### src/rtl/assert_macros.svh
// Assertion macros shared by the route scan sequencer RTL.
`ifndef ASSERT_MACROS_SVH
`define ASSERT_MACROS_SVH

// Clocked assertion with an explicit clock and active-low reset.
`define ARSS_ASSERT_CLK(lbl, clk, rst_n, prop, msg) \
  lbl: assert property (@(posedge clk) disable iff (!rst_n) prop) else $error(msg);

// Clocked assertion on the block's own clk_i and rst_ni.
`define ARSS_ASSERT(lbl, prop, msg) \
  `ARSS_ASSERT_CLK(lbl, clk_i, rst_ni, prop, msg)

`endif

### src/rtl/arss_pkg.sv
// Types, codes and helper functions of the route scan sequencer.
package arss_pkg;

  localparam int ADC_W    = 2;
  localparam int CH_W     = 4;
  localparam int ROUTE_W  = ADC_W + CH_W;
  localparam int CFG_W    = 3;
  localparam int NUM_ADCS = 4;

  localparam logic [ADC_W-1:0] TOP_ADC  = ADC_W'(NUM_ADCS - 1);
  localparam logic [1:0]       LAST_GRP = 2'(NUM_ADCS - 1);

  localparam logic KIND_ACK  = 1'b0;
  localparam logic KIND_PLAN = 1'b1;

  typedef enum logic [1:0] {
    REQ_ADD    = 2'd0,
    REQ_SELECT = 2'd1,
    REQ_EMIT   = 2'd2
  } arss_req_e;

  typedef enum logic [1:0] {
    CHOICE_BOTH = 2'd0,
    CHOICE_LOW  = 2'd1,
    CHOICE_HIGH = 2'd2
  } arss_choice_e;

  typedef enum logic [1:0] {
    ORDER_INTERLEAVE = 2'd0,
    ORDER_PAIR       = 2'd1,
    ORDER_ADC_MAJOR  = 2'd2
  } arss_order_e;

  typedef enum logic [1:0] {
    CMP_EQ   = 2'd0,
    CMP_ADC  = 2'd1,
    CMP_KEEP = 2'd2
  } arss_cmp_e;

  typedef enum logic [3:0] {
    S_IDLE,
    S_VAL,
    S_DUP_RD,
    S_DUP_CHK,
    S_ADD_END,
    S_PR_RD,
    S_PR_CHK,
    S_EM_PICK,
    S_EM_RD,
    S_EM_CHK,
    S_EM_FLUSH,
    S_REJ
  } arss_state_e;

  typedef struct packed {
    logic [1:0]       scan_order;
    logic [CFG_W-1:0] adc_num;
  } arss_cfg_t;

  typedef struct packed {
    logic            valid;
    logic            kind;
    logic            ok;
    logic [ADC_W-1:0] adc;
    logic [CH_W-1:0]  ch;
    logic            last;
  } arss_res_t;

  // ADC lies below the present count and inside the selected array.
  function automatic logic adc_chosen(logic [ADC_W-1:0] adc, arss_choice_e mode,
                                      logic [CFG_W-1:0] cnt);
    logic sel;
    sel = 1'b0;
    unique case (mode)
      CHOICE_BOTH: sel = 1'b1;
      CHOICE_LOW:  sel = ~adc[ADC_W-1];
      CHOICE_HIGH: sel = adc[ADC_W-1];
      default:     sel = 1'b0;
    endcase
    return sel && (CFG_W'(adc) < cnt);
  endfunction

  // ADCs visited by scan group grp under the given order.
  function automatic logic [NUM_ADCS-1:0] group_mask(logic [1:0] order, logic [1:0] grp,
                                                     logic [CFG_W-1:0] cnt);
    logic [NUM_ADCS-1:0] present;
    logic [NUM_ADCS-1:0] mask;
    for (int k = 0; k < NUM_ADCS; k++) begin
      present[k] = (CFG_W'(k) < cnt);
    end
    mask = '0;
    unique case (order)
      ORDER_ADC_MAJOR: mask = (NUM_ADCS'(1) << grp) & present;
      ORDER_PAIR: begin
        if (grp == 2'd0) begin
          mask = 4'b0011;
        end else if (grp == 2'd1) begin
          mask = 4'b1100;
        end
      end
      default: begin
        if (grp == 2'd0) begin
          mask = present;
        end
      end
    endcase
    return mask;
  endfunction

endpackage

### src/rtl/adc_route_scan_sequencer_unit.sv
// Top level of the ADC route table and scan-plan sequencer.
//
// One transaction is taken when start is high and busy is low; busy stays high
// until the block has worked it off. Every result shows on the result ports for
// exactly one cycle with result_valid_o high, through one output register after the sequencer
// produces it; the receiver cannot stall, so it must take each result as it
// comes. The last result of a transaction carries last_o and shows in the
// cycle busy drops, so a new start may be given right then. Each step of a
// transaction goes through one shared compare unit that reads the route memory
// through one registered read port, one entry examined at a time. An add
// searches the staged list for a duplicate, a select prunes the table in
// place, and an emit walks the table once with a cursor per ADC, visiting
// each ADC slot in each round. Commit flips the staged and committed halves
// of the memory, so it costs no copy. The route memory needs no clearing pass
// after reset. Write configuration only while busy is low and no result is
// still outstanding.
module adc_route_scan_sequencer_unit #(
  parameter int MAX_ROUTES   = 16,
  parameter int NUM_CHANNELS = 16
) (
  input  logic                          clk_i,
  input  logic                          rst_ni,
  input  logic                          start,
  output logic                          busy,
  input  logic [1:0]                    req_type_i,
  input  logic [arss_pkg::ADC_W-1:0]    adc_index_i,
  input  logic [arss_pkg::CH_W-1:0]     channel_index_i,
  input  logic                          list_end_i,
  input  logic [1:0]                    array_choice_i,
  input  logic                          cfg_we_i,
  input  logic                          cfg_idx_i,
  input  logic [arss_pkg::CFG_W-1:0]    cfg_data_i,
  output logic                          result_valid_o,
  output logic                          result_kind_o,
  output logic                          ok_o,
  output logic [arss_pkg::ADC_W-1:0]    plan_adc_o,
  output logic [arss_pkg::CH_W-1:0]     plan_channel_o,
  output logic                          last_o
);
  import arss_pkg::*;
  `include "assert_macros.svh"

  localparam logic CFG_SCAN_ORDER = 1'b0;
  localparam logic CFG_ADC_NUM    = 1'b1;

  arss_cfg_t cfg_q;
  arss_res_t res;
  logic      res_vld_q;
  arss_res_t res_pay_q;

  // Configuration registers: scan order resets to interleaved, all four ADCs present.
  always_ff @(posedge clk_i or negedge rst_ni) begin
    if (!rst_ni) begin
      cfg_q.scan_order <= ORDER_INTERLEAVE;
      cfg_q.adc_num    <= CFG_W'(NUM_ADCS);
    end else if (cfg_we_i) begin
      unique case (cfg_idx_i)
        CFG_SCAN_ORDER: cfg_q.scan_order <= cfg_data_i[1:0];
        CFG_ADC_NUM:    cfg_q.adc_num    <= cfg_data_i;
        default: ;
      endcase
    end
  end

  arss_seq #(
    .MAX_ROUTES   (MAX_ROUTES),
    .NUM_CHANNELS (NUM_CHANNELS)
  ) u_seq (
    .clk_i           (clk_i),
    .rst_ni          (rst_ni),
    .start_i         (start),
    .req_type_i      (req_type_i),
    .adc_index_i     (adc_index_i),
    .channel_index_i (channel_index_i),
    .list_end_i      (list_end_i),
    .array_choice_i  (array_choice_i),
    .cfg_i           (cfg_q),
    .busy_o          (busy),
    .res_o           (res)
  );

  // Output register: the strobe resets, the payload just follows.
  always_ff @(posedge clk_i or negedge rst_ni) begin
    if (!rst_ni) begin
      res_vld_q <= 1'b0;
    end else begin
      res_vld_q <= res.valid;
    end
  end

  always_ff @(posedge clk_i) begin
    res_pay_q <= res;
  end

  assign result_valid_o = res_vld_q;
  assign result_kind_o  = res_pay_q.kind;
  assign ok_o           = res_pay_q.ok;
  assign plan_adc_o     = res_pay_q.adc;
  assign plan_channel_o = res_pay_q.ch;
  assign last_o         = res_pay_q.last;

  `ARSS_ASSERT(a_res_in_txn, result_valid_o |-> $past(busy), "result outside a transaction")
  `ARSS_ASSERT(a_start_quiet, (start && !busy) |=> !result_valid_o, "result right after start")
  `ARSS_ASSERT(a_last_ends, result_valid_o |-> (last_o == !busy), "last flag and busy disagree")

endmodule

### src/rtl/arss_cmp.sv
// Shared route compare unit: equality, ADC match and keep test.
module arss_cmp #(
  parameter int NUM_CHANNELS = 16
) (
  input  arss_pkg::arss_cmp_e                 op_i,
  input  logic [arss_pkg::ROUTE_W-1:0]        entry_i,
  input  logic [arss_pkg::ROUTE_W-1:0]        key_i,
  input  arss_pkg::arss_choice_e              mode_i,
  input  logic [arss_pkg::CFG_W-1:0]          adc_num_i,
  output logic                                match_o
);
  import arss_pkg::*;

  localparam logic [CH_W:0] CH_LIM = (CH_W + 1)'(NUM_CHANNELS);

  logic [ADC_W-1:0] entry_adc;
  logic [CH_W-1:0]  entry_ch;

  assign entry_adc = entry_i[ROUTE_W-1:CH_W];
  assign entry_ch  = entry_i[CH_W-1:0];

  always_comb begin
    unique case (op_i)
      CMP_EQ:   match_o = (entry_i == key_i);
      CMP_ADC:  match_o = (entry_adc == key_i[ROUTE_W-1:CH_W]);
      CMP_KEEP: match_o = adc_chosen(entry_adc, mode_i, adc_num_i)
                          && ({1'b0, entry_ch} < CH_LIM);
      default:  match_o = 1'b0;
    endcase
  end

endmodule

### src/rtl/arss_seq.sv
// Sequencer with the staged and committed route memory.
`include "assert_macros.svh"

module arss_seq #(
  parameter int MAX_ROUTES   = 16,
  parameter int NUM_CHANNELS = 16
) (
  input  logic                          clk_i,
  input  logic                          rst_ni,
  input  logic                          start_i,
  input  logic [1:0]                    req_type_i,
  input  logic [arss_pkg::ADC_W-1:0]    adc_index_i,
  input  logic [arss_pkg::CH_W-1:0]     channel_index_i,
  input  logic                          list_end_i,
  input  logic [1:0]                    array_choice_i,
  input  arss_pkg::arss_cfg_t           cfg_i,
  output logic                          busy_o,
  output arss_pkg::arss_res_t           res_o
);
  import arss_pkg::*;

  localparam int IW    = (MAX_ROUTES > 1) ? $clog2(MAX_ROUTES) : 1;
  localparam int CW    = $clog2(MAX_ROUTES + 1);
  localparam int DEPTH = 2 ** (IW + 1);
  localparam logic [CW-1:0] MAX_CNT = CW'(MAX_ROUTES);
  localparam logic [CW-1:0] ONE     = CW'(1);

  arss_state_e          state_q, state_d;
  logic [ROUTE_W-1:0]   route_q, route_d;
  logic                 end_q, end_d;
  logic [CW-1:0]        stg_cnt_q, stg_cnt_d;
  logic                 stg_bad_q, stg_bad_d;
  logic [CW-1:0]        total_q, total_d;
  logic                 tbl_bank_q, tbl_bank_d;
  arss_choice_e         mode_q, mode_d;
  logic [CW-1:0]        i_q, i_d;
  logic [CW-1:0]        kept_q, kept_d;
  logic [CW-1:0]        cur_q [NUM_ADCS];
  logic [CW-1:0]        cur_d [NUM_ADCS];
  logic [1:0]           grp_q, grp_d;
  logic [ADC_W-1:0]     a_q, a_d;
  logic                 hit_q, hit_d;
  logic                 pend_vld_q, pend_vld_d;
  logic [ROUTE_W-1:0]   pend_route_q, pend_route_d;

  logic [ROUTE_W-1:0]   route_mem_q [DEPTH];
  logic [ROUTE_W-1:0]   rdata_q;
  logic                 rd_bank;
  logic [IW-1:0]        rd_idx;
  logic                 mem_we;
  logic [IW:0]          mem_wa;
  logic [ROUTE_W-1:0]   mem_wd;

  arss_cmp_e            cmp_op;
  logic [ROUTE_W-1:0]   cmp_entry;
  logic [ROUTE_W-1:0]   cmp_key;
  logic                 cmp_match;

  logic [NUM_ADCS-1:0]  mask;
  logic [CW-1:0]        cur_a;
  logic [CW-1:0]        cur_nxt;
  logic                 adv;
  logic                 commit;

  arss_cmp #(
    .NUM_CHANNELS (NUM_CHANNELS)
  ) u_cmp (
    .op_i        (cmp_op),
    .entry_i     (cmp_entry),
    .key_i       (cmp_key),
    .mode_i      (mode_q),
    .adc_num_i   (cfg_i.adc_num),
    .match_o     (cmp_match)
  );

  assign mask    = group_mask(cfg_i.scan_order, grp_q, cfg_i.adc_num);
  assign cur_a   = cur_q[a_q];
  assign cur_nxt = cur_a + ONE;
  assign commit  = !stg_bad_q && (stg_cnt_q != '0);
  assign busy_o  = (state_q != S_IDLE);

  always_comb begin
    state_d      = state_q;
    route_d      = route_q;
    end_d        = end_q;
    stg_cnt_d    = stg_cnt_q;
    stg_bad_d    = stg_bad_q;
    total_d      = total_q;
    tbl_bank_d   = tbl_bank_q;
    mode_d       = mode_q;
    i_d          = i_q;
    kept_d       = kept_q;
    cur_d        = cur_q;
    grp_d        = grp_q;
    a_d          = a_q;
    hit_d        = hit_q;
    pend_vld_d   = pend_vld_q;
    pend_route_d = pend_route_q;
    res_o        = '0;
    rd_bank      = tbl_bank_q;
    rd_idx       = i_q[IW-1:0];
    mem_we       = 1'b0;
    mem_wa       = {~tbl_bank_q, stg_cnt_q[IW-1:0]};
    mem_wd       = route_q;
    cmp_op       = CMP_EQ;
    cmp_entry    = rdata_q;
    cmp_key      = route_q;
    adv          = 1'b0;

    unique case (state_q)
      S_IDLE: begin
        if (start_i) begin
          route_d = {adc_index_i, channel_index_i};
          end_d   = list_end_i;
          unique case (arss_req_e'(req_type_i))
            REQ_ADD: state_d = stg_bad_q ? S_ADD_END : S_VAL;
            REQ_SELECT: begin
              if (array_choice_i == CHOICE_BOTH || array_choice_i == CHOICE_LOW
                  || array_choice_i == CHOICE_HIGH) begin
                mode_d  = arss_choice_e'(array_choice_i);
                i_d     = '0;
                kept_d  = '0;
                state_d = S_PR_RD;
              end else begin
                state_d = S_REJ;
              end
            end
            REQ_EMIT: begin
              cur_d      = '{default: '0};
              grp_d      = '0;
              a_d        = '0;
              hit_d      = 1'b0;
              pend_vld_d = 1'b0;
              state_d    = S_EM_PICK;
            end
            default: state_d = S_REJ;
          endcase
        end
      end

      S_VAL: begin
        cmp_op    = CMP_KEEP;
        cmp_entry = route_q;
        if (!cmp_match) begin
          stg_bad_d = 1'b1;
          state_d   = S_ADD_END;
        end else begin
          i_d     = '0;
          state_d = S_DUP_RD;
        end
      end

      S_DUP_RD: begin
        rd_bank = ~tbl_bank_q;
        if (i_q == stg_cnt_q) begin
          // no duplicate: append, or spoil the list when full
          if (stg_cnt_q == MAX_CNT) begin
            stg_bad_d = 1'b1;
          end else begin
            mem_we    = 1'b1;
            stg_cnt_d = stg_cnt_q + ONE;
          end
          state_d = S_ADD_END;
        end else begin
          state_d = S_DUP_CHK;
        end
      end

      S_DUP_CHK: begin
        cmp_op = CMP_EQ;
        if (cmp_match) begin
          state_d = S_ADD_END;
        end else begin
          i_d     = i_q + ONE;
          state_d = S_DUP_RD;
        end
      end

      S_ADD_END: begin
        res_o.valid = 1'b1;
        res_o.kind  = KIND_ACK;
        res_o.last  = 1'b1;
        if (end_q) begin
          res_o.ok = commit;
          if (commit) begin
            tbl_bank_d = ~tbl_bank_q;
            total_d    = stg_cnt_q;
          end
          stg_cnt_d = '0;
          stg_bad_d = 1'b0;
        end else begin
          res_o.ok = !stg_bad_q;
        end
        state_d = S_IDLE;
      end

      S_PR_RD: begin
        if (i_q == total_q) begin
          total_d     = kept_q;
          res_o.valid = 1'b1;
          res_o.kind  = KIND_ACK;
          res_o.ok    = 1'b1;
          res_o.last  = 1'b1;
          state_d     = S_IDLE;
        end else begin
          state_d = S_PR_CHK;
        end
      end

      S_PR_CHK: begin
        cmp_op = CMP_KEEP;
        if (cmp_match) begin
          mem_we = 1'b1;
          mem_wa = {tbl_bank_q, kept_q[IW-1:0]};
          mem_wd = rdata_q;
          kept_d = kept_q + ONE;
        end
        i_d     = i_q + ONE;
        state_d = S_PR_RD;
      end

      S_EM_PICK: begin
        if (mask[a_q] && (cur_a < total_q)) begin
          state_d = S_EM_RD;
        end else begin
          adv = 1'b1;
        end
      end

      S_EM_RD: begin
        rd_idx  = cur_a[IW-1:0];
        state_d = S_EM_CHK;
      end

      S_EM_CHK: begin
        cmp_op     = CMP_ADC;
        cmp_key    = {a_q, CH_W'(0)};
        cur_d[a_q] = cur_nxt;
        if (cmp_match) begin
          // hold the new entry; release the previous one as not last
          if (pend_vld_q) begin
            res_o.valid = 1'b1;
            res_o.kind  = KIND_PLAN;
            res_o.ok    = 1'b1;
            res_o.adc   = pend_route_q[ROUTE_W-1:CH_W];
            res_o.ch    = pend_route_q[CH_W-1:0];
          end
          pend_vld_d   = 1'b1;
          pend_route_d = rdata_q;
          hit_d        = 1'b1;
          state_d      = S_EM_PICK;
          adv          = 1'b1;
        end else if (cur_nxt < total_q) begin
          state_d = S_EM_RD;
        end else begin
          state_d = S_EM_PICK;
          adv     = 1'b1;
        end
      end

      S_EM_FLUSH: begin
        res_o.valid = 1'b1;
        res_o.last  = 1'b1;
        if (pend_vld_q) begin
          res_o.kind = KIND_PLAN;
          res_o.ok   = 1'b1;
          res_o.adc  = pend_route_q[ROUTE_W-1:CH_W];
          res_o.ch   = pend_route_q[CH_W-1:0];
        end else begin
          res_o.kind = KIND_ACK;
        end
        state_d = S_IDLE;
      end

      S_REJ: begin
        res_o.valid = 1'b1;
        res_o.kind  = KIND_ACK;
        res_o.last  = 1'b1;
        state_d     = S_IDLE;
      end

      default: state_d = S_IDLE;
    endcase

    // step to the next ADC; close the round, and the group if the round found nothing
    if (adv) begin
      if (a_q != TOP_ADC) begin
        a_d = a_q + ADC_W'(1);
      end else begin
        a_d = '0;
        if (!hit_d) begin
          if (grp_q == LAST_GRP) begin
            state_d = S_EM_FLUSH;
          end else begin
            grp_d = grp_q + 2'd1;
          end
        end
        hit_d = 1'b0;
      end
    end
  end

  always_ff @(posedge clk_i or negedge rst_ni) begin
    if (!rst_ni) begin
      state_q    <= S_IDLE;
      stg_cnt_q  <= '0;
      stg_bad_q  <= 1'b0;
      total_q    <= '0;
      tbl_bank_q <= 1'b0;
      mode_q     <= CHOICE_BOTH;
      i_q        <= '0;
      kept_q     <= '0;
      cur_q      <= '{default: '0};
      grp_q      <= '0;
      a_q        <= '0;
      hit_q      <= 1'b0;
      pend_vld_q <= 1'b0;
    end else begin
      state_q    <= state_d;
      stg_cnt_q  <= stg_cnt_d;
      stg_bad_q  <= stg_bad_d;
      total_q    <= total_d;
      tbl_bank_q <= tbl_bank_d;
      mode_q     <= mode_d;
      i_q        <= i_d;
      kept_q     <= kept_d;
      cur_q      <= cur_d;
      grp_q      <= grp_d;
      a_q        <= a_d;
      hit_q      <= hit_d;
      pend_vld_q <= pend_vld_d;
    end
  end

  always_ff @(posedge clk_i) begin
    route_q      <= route_d;
    end_q        <= end_d;
    pend_route_q <= pend_route_d;
  end

  always_ff @(posedge clk_i) begin
    if (mem_we) begin
      route_mem_q[mem_wa] <= mem_wd;
    end
    rdata_q <= route_mem_q[{rd_bank, rd_idx}];
  end

  `ARSS_ASSERT(a_cnt_bound, (stg_cnt_q <= MAX_CNT) && (total_q <= MAX_CNT), "route count overflow")
  `ARSS_ASSERT(a_prune_behind, (state_q == S_PR_CHK) |-> (kept_q <= i_q), "prune writes ahead of reads")
  `ARSS_ASSERT(a_cursor_bound, (state_q == S_EM_RD) |-> (cur_a < total_q), "emit cursor past table end")

endmodule
### config.mk
export PLATFORM = sky130hd
export DESIGN_NAME = adc_route_scan_sequencer_unit
export DESIGN_NICKNAME = d
export VERILOG_FILES = /design/src/rtl/arss_pkg.sv /design/src/rtl/adc_route_scan_sequencer_unit.sv /design/src/rtl/arss_cmp.sv /design/src/rtl/arss_seq.sv
export VERILOG_INCLUDE_DIRS = /design/src /design/src/rtl
export SDC_FILE = /design/constraint.sdc
export NUM_CORES = 1
export LEC_CHECK = 0
export BUFFER_PORTS_ARGS = -buffer_cell sky130_fd_sc_hd__buf_2
export CAP_MARGIN = 10
export CORE_AREA = 2 2 191 193
export DETAILED_ROUTE_END_ITERATION = 10
export DIE_AREA = 0 0 193 195
export HOLD_SLACK_MARGIN = 0.03
export PLACE_DENSITY = 0.58
export REMOVE_ABC_BUFFERS = 1
export SYNTH_ARGS = -nofsm -noshare
export SYNTH_HDL_FRONTEND = slang
export SYNTH_SLANG_ARGS = --single-unit
### constraint.sdc
create_clock -name clk_i -period 5.2 [get_ports clk_i]
set_clock_uncertainty 0.2 [all_clocks]
set_input_delay 1.3 -clock clk_i [delete_from_list [all_inputs] [get_ports clk_i]]
set_output_delay 1.3 -clock clk_i [all_outputs]
set_load 0.1 [all_outputs]
==> flow_summary_export.csv, run 1 <==
group,metric,value,unit
logic_synthesis,synth_seq_area_share,62.6,%
logic_synthesis,netlist_top_cells_area,"edfxtp_1 48%, dfrtp_1 12%, nand2_1 4.0%",
logic_synthesis,yosys_warnings,0,
floorplan,dieHeight,195,um
worst_setup_path,worst_setup_path_start_kind,"flop",
power,power.density,512,nW/um^2
routing,drc_errors,0,
global_route,grt_use_total,16.9,%
timing,timing.hold.ws,0.300,ns
floorplan,rows,69,
global_route,antenna_found_initial,0,
logic_synthesis,synthSimpleGateAreaFrac,13.6,%
logic_synthesis,ys.flop_type,"edfxtp_1",
routing,routed-via-count,8250,
logic_synthesis,async_flop_share,21.4,%
clock_tree,htree_levels,1,
power,power.leakage,5.27,nW
place,place_area,13400,um^2
timing,slew_viol_final,0,
timing,min_period_over_period,84.0,%
logic_synthesis,synth-compound-area-share,9.94,%
worst_setup_path,end_kind,"flop",
logic_synthesis,synth_adder_area_share,2.66,%
routing,wl,31200,um
routing,routed_via_density,5.38,
timing,layout_min_cycle_time,4.37,ns
logic_synthesis,synth_area,12700,um^2
cells_and_area,drive_gt1_share,11.9,%
cells_and_area,area_delta_synth_final,13.0,%
logic_synthesis,avgSynthCellArea,12.4,um^2
timing,fmax,229,MHz
cells_and_area,multi_input_area,4430,um^2
clock_tree,cts_root_buf,"clkbuf_16",
place,dp_hpwl,21400,um
cells_and_area,post-route-util,40.6,%
logic_synthesis,synthCells,1024,
logic_synthesis,yosys-top-cells-count,"205 x edfxtp_1, 135 x nand2_1, 70 x nand3_1, 62 x nor2_1, 59 x dfrtp_1",
clock_tree,numCtsBuffers,28,
timing,hold_viol,0,
status,run_status,"completed",
timing,tns,0,ns
logic_synthesis,yosysMostFrequentCell,"edfxtp_1",
timing,max_slew_margin,26.4,%
routing,drt-initial-drc-count,726,
clock_tree,cts_resized,0,
routing,drt_pre_antenna_iters,5,
global_route,grt_pass1_wl,48600,um
cells_and_area,fin_area,14400,um^2
routing,drt.antenna.violating_nets,0,
clock_tree,clk_pin_slew_worst_paths,0.07,ns
timing,setup_violations,0,
floorplan,ioPinCount,30,
place,portBuffers,29,
timing,setup_slack,0.832,ns
floorplan,die-area,37600,um^2
clock_tree,clk_latency,0.56,ns
worst_setup_path,critPathMaxFanout,19,
cells_and_area,stdcell_count,1533,
clock_tree,cts.sinks,280,
cells_and_area,nets,1096,
global_route,grt_max_degree,81,
place,routabilityCongestion,0.853,
logic_synthesis,synthMuxAreaShare,6.41,%
clock_tree,cts_hold_buf,0,
floorplan,die_width,193,um
logic_synthesis,post-synth-top-area-cell,"edfxtp_1",
floorplan,start_util,35.9,%
clock_tree,cts_max_path_buffers,3,
power,ir_drop,0.000282,V
flow_run,cap_violations,0,
cells_and_area,diodes,0,
timing,rsz0062_at_grt,"false",
logic_synthesis,synth-seq-cells,280,
clock_tree,cts_tree,"done",
power,finalPower,7.35,mW
worst_setup_path,crit_type,"flop to flop",
logic_synthesis,synth-edff-count,205,
worst_setup_path,crit_required,5.19,ns
routing,wl_per_cell,20.4,um
logic_synthesis,ys_types,72,
global_route,grt_pass1_vias,8244,
logic_synthesis,synth_top_area_share,48.4,%
place,dp_slack,0.876,ns
worst_setup_path,cp.arrival,4.36,ns
hold_path,hold_class,"flop to flop",
logic_synthesis,synth_top_family_by_area,"simple AND/OR/NAND/NOR gates",
global_route,grt-ovfl-total,0,
place,dp_cells,1481,
cells_and_area,fill_cells,3353,
logic_synthesis,synth-xor-area-share,2.07,%
cells_and_area,regArea,7960,um^2
timing,tightestPinTransition,1.08,ns
clock_tree,post-cts-setup-buffers,0,
floorplan,coreArea,35400,um^2
[state kept, by name, indices dropped and copies added, names as in the netlist, 2 cells and up]
name / flops
u_seq.kept_q: 5
u_seq.i_q: 5
cfg_q: 5
u_seq.rdata_q: 6
u_seq.stg_cnt_q: 5
u_seq.grp_q: 2
u_seq.pend_route_q: 6
u_seq.route_mem_q: 192
u_seq.cur_q: 20
u_seq.route_q: 6
u_seq.state_q: 4
plan_channel_o: 4
u_seq.mode_q: 2
plan_adc_o: 2
u_seq.a_q: 2
u_seq.total_q: 5
[report_power, final]
group	leakage (nW)	switching [mW]	internal (mW)
combinational	2.04	1.44	0.742
clock	0.470	0.846	1.29
sequential	2.76	0.296	2.74
total	5.27	2.58	4.77
[final timing paths]
check | startpoint | endpoint | slack, ns | depth (start not counted)
worst max-delay path | u_seq.state_q[0] | u_seq.route_mem_q[16][4] | 0.83 | 8
worst min-delay path | u_seq.cur_q[15] | u_seq.cur_q[15] | 0.30 | 2
worst max register to register | u_seq.state_q[0] | u_seq.route_mem_q[16][4] | 0.83 | 8
worst min register to register | u_seq.cur_q[15] | u_seq.cur_q[15] | 0.30 | 2
max in group asynchronous | rst_ni | cfg_q[2] | 3.25 | 2
min in group asynchronous | rst_ni | u_seq.a_q[0] | 0.66 | 1
[critical path: stages (launching register included)]
cell and delay [ns]:
dfrtp_1 0.70, or4b_1 0.54, mux2i_1 0.34, mux2_2 0.39
a211oi_2 0.55, and2_1 0.47, a32oi_1 0.17, buf_4 0.21
nor2_1 0.43
[cell usage in the layout (no fill, tap or decap), types with 11 or more instances in the layout]
cell | netlist | layout
a211oi_1 | 41 | 40
a21oi_1 | 18 | 18
a31oi_1 | 11 | 11
and3_1 | 11 | 11
buf_2 | 15 | 29
buf_4 | 1 | 16
clkbuf_16 | 0 | 28
dfrtp_1 | 59 | 59
dfxtp_1 | 15 | 15
edfxtp_1 | 205 | 205
ha_1 | 27 | 27
inv_1 | 33 | 33
mux2_2 | 16 | 16
mux2i_1 | 30 | 29
mux4_2 | 12 | 12
nand2_1 | 135 | 135
nand3_1 | 70 | 70
nor2_1 | 62 | 62
nor2b_1 | 26 | 26
nor3_1 | 12 | 12
o21ai_0 | 37 | 36
xnor2_1 | 12 | 12
xor2_1 | 18 | 18
[cell families after synthesis]
| logic type | count (synthesis) |
|---|---|
| AOI/OAI and AO/OA | 180 |
| xor gates and xnor gates | 30 |
| adders and majority gates | 27 |
| buffers and inverters | 83 |
| DFF | 280 |
| muxes | 61 |
| and+or+nand+nor | 363 |
[per-layer routing]
layer	global-route usage, %	wire [um]	up-vias
met2	27.7	14900	203
met1	23.8	14200	4128
met5	0	0	-
met4	4.04	635	0
li1	-	-	3872
met3	2.48	1420	47
[layout make-up]
class                           instances  share of cell area [%]
Multi-Input combinational cell        661                    30.9
Clock inverter                         21                    1.96
Inverter                               34                   0.889
Tap cell                              461                    4.02
Clock buffer                           31                    4.96
Sequential cell                       280                    55.4
Timing Repair Buffer                   45                    1.85
Power figures use the tool's default switching activity.
==> run 2: changes to the inputs <==
--- a/config.mk
+++ b/config.mk
@@ -12,7 +12,7 @@
 export DETAILED_ROUTE_END_ITERATION = 10
 export DIE_AREA = 0 0 193 195
 export HOLD_SLACK_MARGIN = 0.03
-export PLACE_DENSITY = 0.58
+export PLACE_DENSITY = 0.6
 export REMOVE_ABC_BUFFERS = 1
 export SYNTH_ARGS = -nofsm -noshare
 export SYNTH_HDL_FRONTEND = slang
==> constraint.sdc (replaced) <==
create_clock -name clk_i -period 3.59 [get_ports clk_i]
set_clock_uncertainty 0.2 [all_clocks]
set_input_delay 0.8975 -clock clk_i [delete_from_list [all_inputs] [get_ports clk_i]]
set_output_delay 0.8975 -clock clk_i [all_outputs]
set_load 0.1 [all_outputs]
==> flow_summary_export.csv, run 2 (synthesis gave the netlist of run 1 again) <==
group,metric,value,unit
status,run_status,"completed",
power,ir_drop,0.000486,V
floorplan,ioPinCount,30,
cells_and_area,regMostFlops,"u_seq.route_mem_q",
place,routabilityCongestion,0.878,
cells_and_area,nets,1178,
worst_setup_path,critPathMaxFanout,6,
timing,min_period_over_period,97.2,%
global_route,gr-usage-met2,26.9,%
worst_setup_path,ff2ff_path_depth,11,
timing,max_slew_margin,56.9,%
cells_and_area,most-common-layout-cells,"205 x edfxtp_1, 135 x nand2_1, 92 x buf_4, 70 x nand3_1, 58 x dfrtp_1",
clock_tree,clk_latency,0.57,ns
place,dp_hpwl,21800,um
worst_setup_path,crit_type,"flop to flop",
global_route,grt-ovfl-total,0,
clock_tree,cts.sinks,280,
clock_tree,cts_tree,"done",
global_route,grt_pass1_vias,8609,
global_route,antenna_found_initial,0,
timing,slew_viol_final,0,
routing,routed-via-count,8654,
flow_run,cap_violations,0,
routing,drt_pre_antenna_iters,6,
clock_tree,htree_levels,1,
clock_tree,numCtsBuffers,28,
power,power.density,723,nW/um^2
global_route,grt_use_total,17.0,%
global_route,grt_max_degree,35,
cells_and_area,final_common_cell,"edfxtp_1",
routing,routed_via_density,5.36,
floorplan,coreArea,35400,um^2
routing,wl,31700,um
floorplan,rows,69,
worst_setup_path,cp.arrival,3.70,ns
worst_setup_path,crit_required,3.80,ns
hold_path,hold_class,"input pin to async pin",
floorplan,die-area,37600,um^2
worst_setup_path,end_kind,"flop",
cells_and_area,diodes,0,
clock_tree,cts_max_path_buffers,3,
global_route,grt_pass1_wl,49500,um
timing,tightestPinTransition,0.633,ns
cells_and_area,post-route-util,42.6,%
timing,rsz0062_at_grt,"true",
cells_and_area,stdcell_count,1615,
cells_and_area,largest_reg_flops,192,
cells_and_area,area_delta_synth_final,18.6,%
timing,hold_viol,0,
timing,layout_min_cycle_time,3.49,ns
place,dp_cells,1556,
global_route,use_met1,24.2,%
place,portBuffers,29,
floorplan,dieHeight,195,um
routing,drt.antenna.violating_nets,0,
clock_tree,cts_root_buf,"clkbuf_16",
routing,drc_errors,0,
cells_and_area,drive_gt1_share,19.5,%
floorplan,die_width,193,um
clock_tree,cts_hold_buf,0,
routing,wl_per_cell,19.6,um
cells_and_area,reg_top3,"u_seq.route_mem_q (192), u_seq.cur_q (20)",
power,finalPower,10.9,mW
power,power.leakage,5.73,nW
timing,fmax,287,MHz
clock_tree,clk_pin_slew_worst_paths,0.07,ns
worst_setup_path,worst_setup_path_start_kind,"flop",
global_route,grt_use_met3,2.41,%
routing,drt-initial-drc-count,889,
floorplan,start_util,35.9,%
timing,setup_violations,0,
global_route,top_usage_layer,"met2",
==> run 2: path summary, 6_finish.rpt <==
check | from | end | slack, ns
max | u_seq.a_q[0] | u_seq.state_q[1] | 0.10
min | rst_ni | u_seq.a_q[1] | 0.1
max reg2reg | u_seq.a_q[0] | u_seq.state_q[1] | 0.10
min reg2reg | u_seq.rdata_q[1] | u_seq.pend_route_q[1] | 0.28
max in group asynchronous | rst_ni | u_seq.tbl_bank_q | 2.41
min in group clk_i | u_seq.rdata_q[1] | u_seq.pend_route_q[1] | 0.28
==> run 2: area by class of cell <==
cell class	instances	area, um^2
Tap cell	461	577
Sequential cell	280	7960
Inverter	34	128
Fill cell	3290	20300
Multi-Input combinational cell	661	4510
Timing Repair Buffer	127	961
Clock inverter	16	155
Clock buffer	36	773
==> run 2: routing by layer <==
layer,part of all wire (%),vias up
li1,-,4031
met1,45,4274
met2,47,290
met3,5.3,59
met4,2.5,0
met5,0,-
==> run 2: critical path, cell delays in order (launching register included) <==
cell and delay, ns:
dfrtp_2 0.43, mux4_2 0.60, nand3_1 0.12, xor2_1 0.21
inv_1 0.07, ha_1 0.31, a2111oi_1 0.39, a21oi_1 0.15
a21o_1 0.21, buf_4 0.14, nor4_1 0.34, o21ai_0 0.17
==> run 2: timing repair <==
action	4_1_cts	5_1_grt
gates resized for setup	1	22
pin swaps	0	1
endpoints found under the setup margin	3	257
cloned	0	1
setup buffers	0	6
==> run 2: report_power, final <==
group | switching (mW) | internal [mW] | total [mW]
Clock | 1.25 | 1.67 | 2.93
Combinational | 2.27 | 1.39 | 3.66
Sequential | 0.344 | 3.97 | 4.31
Total | 3.87 | 7.03 | 10.9
==> run 2: through the flow <==
| step | setup WS, ns | hold slack, ns | instance area (um^2) | TNS (ns) |
|---|---|---|---|---|
| after detailed placement | -0.0235 | 0.263 | 14000 | -0.0403 |
| after global placement | -0.000697 | 0.267 | 14000 | -0.000697 |
| final | 0.100 | 0.0992 | 15100 | 0 |
| after CTS | 0.0244 | 0.0931 | 14900 | 0 |
| after floorplan | -1.72 | 0.242 | 12500 | -201.88 |
| after global routing | -0.00722 | 0.111 | 15100 | -0.0234 |
==> run 3: changes to the inputs <==
--- a/config.mk
+++ b/config.mk
@@ -14,6 +14,7 @@
 export HOLD_SLACK_MARGIN = 0.03
 export PLACE_DENSITY = 0.6
 export REMOVE_ABC_BUFFERS = 1
+export SETUP_SLACK_MARGIN = 0.5
 export SYNTH_ARGS = -nofsm -noshare
 export SYNTH_HDL_FRONTEND = slang
 export SYNTH_SLANG_ARGS = --single-unit
==> flow_summary_export.csv, run 3 (synthesis gave the netlist of run 1 again) <==
group,metric,value,unit
status,run_status,"completed",
routing,routed-via-count,9642,
power,power.leakage,6.44,nW
cells_and_area,drive_gt1_share,33.5,%
clock_tree,htree_levels,1,
routing,drt-initial-drc-count,1143,
worst_setup_path,crit_required,3.84,ns
cells_and_area,final_common_cell,"edfxtp_1",
floorplan,ioPinCount,30,
place,dp_slack,-0.0235,ns
place,dp_hpwl,21800,um
cells_and_area,area_delta_synth_final,34.4,%
power,finalPower,12.4,mW
flow_run,cap_violations,0,
timing,fmax,304,MHz
power,ir_drop,0.000470,V
place,place_area,14000,um^2
worst_setup_path,critPathMaxFanout,8,
cells_and_area,fin_area,17100,um^2
clock_tree,numCtsBuffers,28,
cells_and_area,nets,1266,
floorplan,dieHeight,195,um
timing,layout_min_cycle_time,3.29,ns
worst_setup_path,crit_type,"flop to flop",
timing,tightestPinTransition,0.631,ns
routing,drt_pre_antenna_iters,5,
global_route,antenna_found_initial,0,
floorplan,coreArea,35400,um^2
global_route,grt_use_total,19.6,%
clock_tree,cts_max_path_buffers,3,
routing,drc_errors,0,
routing,routed_via_density,5.66,
floorplan,start_util,35.9,%
cells_and_area,largest_reg_flops,192,
cells_and_area,diodes,0,
global_route,grt_pass1_wl,56200,um
place,routabilityCongestion,0.878,
worst_setup_path,end_kind,"flop",
routing,wl,38600,um
global_route,grt_max_degree,33,
cells_and_area,regArea,7960,um^2
floorplan,die-area,37600,um^2
cells_and_area,reg_top3,"u_seq.route_mem_q (192), u_seq.cur_q (20)",
global_route,grt_pass1_vias,9254,
timing,min_period_over_period,91.7,%
cells_and_area,fill_cells,3028,
timing,setup_slack,0.298,ns
routing,wl_per_cell,22.7,um
timing,max_slew_margin,57.7,%
hold_path,hold_class,"input pin to async pin",
timing,slew_viol_final,0,
cells_and_area,regMostFlops,"u_seq.route_mem_q",
worst_setup_path,worst_setup_path_start_kind,"flop",
cells_and_area,post-route-util,48.2,%
cells_and_area,multi_input_area,5600,um^2
clock_tree,cts_hold_buf,0,
floorplan,rows,69,
routing,drt.antenna.violating_nets,0,
global_route,grt-ovfl-total,0,
timing,rsz0062_at_grt,"true",
clock_tree,clk_latency,0.58,ns
clock_tree,cts_root_buf,"clkbuf_16",
clock_tree,clk_pin_slew_worst_paths,0.07,ns
worst_setup_path,cp.arrival,3.54,ns
cells_and_area,most-common-layout-cells,"205 x edfxtp_1, 133 x nand2_1, 85 x buf_4, 67 x nand3_1, 64 x buf_6",
timing,hold_viol,0,
clock_tree,cts_tree,"done",
timing,setup_violations,0,
floorplan,die_width,193,um
place,portBuffers,29,
clock_tree,cts.sinks,280,
timing,timing.hold.ws,0.0878,ns
power,power.density,728,nW/um^2
run 3: cell types whose count changed in the layout (fill, tap and decap cells not counted), moves of 5 or more:
cell and delta:
buf_6 +64, nor2_1 -28, nor2_4 +28, a211oi_1 -19, a211oi_2 +19, mux2_4 +17
a22oi_1 -8, a22oi_2 +8, buf_4 -7, a21oi_1 -5, buf_12 +5, nor3b_1 -5
nor3b_2 +5
run 3: where the power goes:
group | internal [mW] | leakage (nW) | switching (mW)
logic | 2.16 | 3.23 | 2.89
clock network | 1.67 | 0.452 | 1.27
registers | 3.96 | 2.76 | 0.479
total | 7.80 | 6.44 | 4.64
run 3: through the flow:
stage | TNS [ns] | cells
CTS | 0 | 1672
detailed placement | -0.0403 | 1556
global placement | -0.000697 | 1556
finish | 0 | 1703
floorplan | -201.88 | 975
global route | 0 | 1703
run 3: area by class of cell:
cell class                 count  area share (%)
tap                          461            3.38
multi-input combinational    681            32.8
sequential                   280            46.6
clock buffer                  36            4.53
clock inverter                16           0.909
timing repair buffer         195            11.0
inverter                      34           0.748
run 3: worst max-delay path: stages (launching register included):
cell      delay (ns)
dfrtp_2         0.43
mux4_2          0.56
buf_6           0.14
mux2i_4         0.20
buf_6           0.14
buf_12          0.13
nor2b_4         0.04
a211oi_2        0.27
a211oi_2        0.07
or4_4           0.58
or4_1           0.41
run 3: timing repair:
action                                  4_1_cts  5_1_grt
resized for setup                           156      126
buffers inserted                             46       23
endpoints found under the setup margin      403      407
pin swaps                                    42       54
cloned                                       18        8
run 3: worst paths after layout:
path	startpoint	to	slack, ns	depth (start not counted)
setup / recovery	u_seq.a_q[0]	u_seq.rdata_q[2]	0.30	10
hold / removal	rst_ni	u_seq.a_q[1]	0.09	1
setup reg to reg	u_seq.a_q[0]	u_seq.rdata_q[2]	0.30	10
hold reg to reg	u_seq.pend_route_q[3]	plan_channel_o[3]	0.29	1
max in group asynchronous	rst_ni	u_seq.stg_cnt_q[3]	2.42	2
min in group clk_i	u_seq.pend_route_q[3]	plan_channel_o[3]	0.29	1
run 3: layer usage:
metal  up-vias  routed length (um)  GRT usage, %
met5         -                   0             0
met4         0                1710          7.83
met3       115                3280          2.77
met2       503               17800          30.9
met1      4768               15800          27.3
li1       4256                   -             -
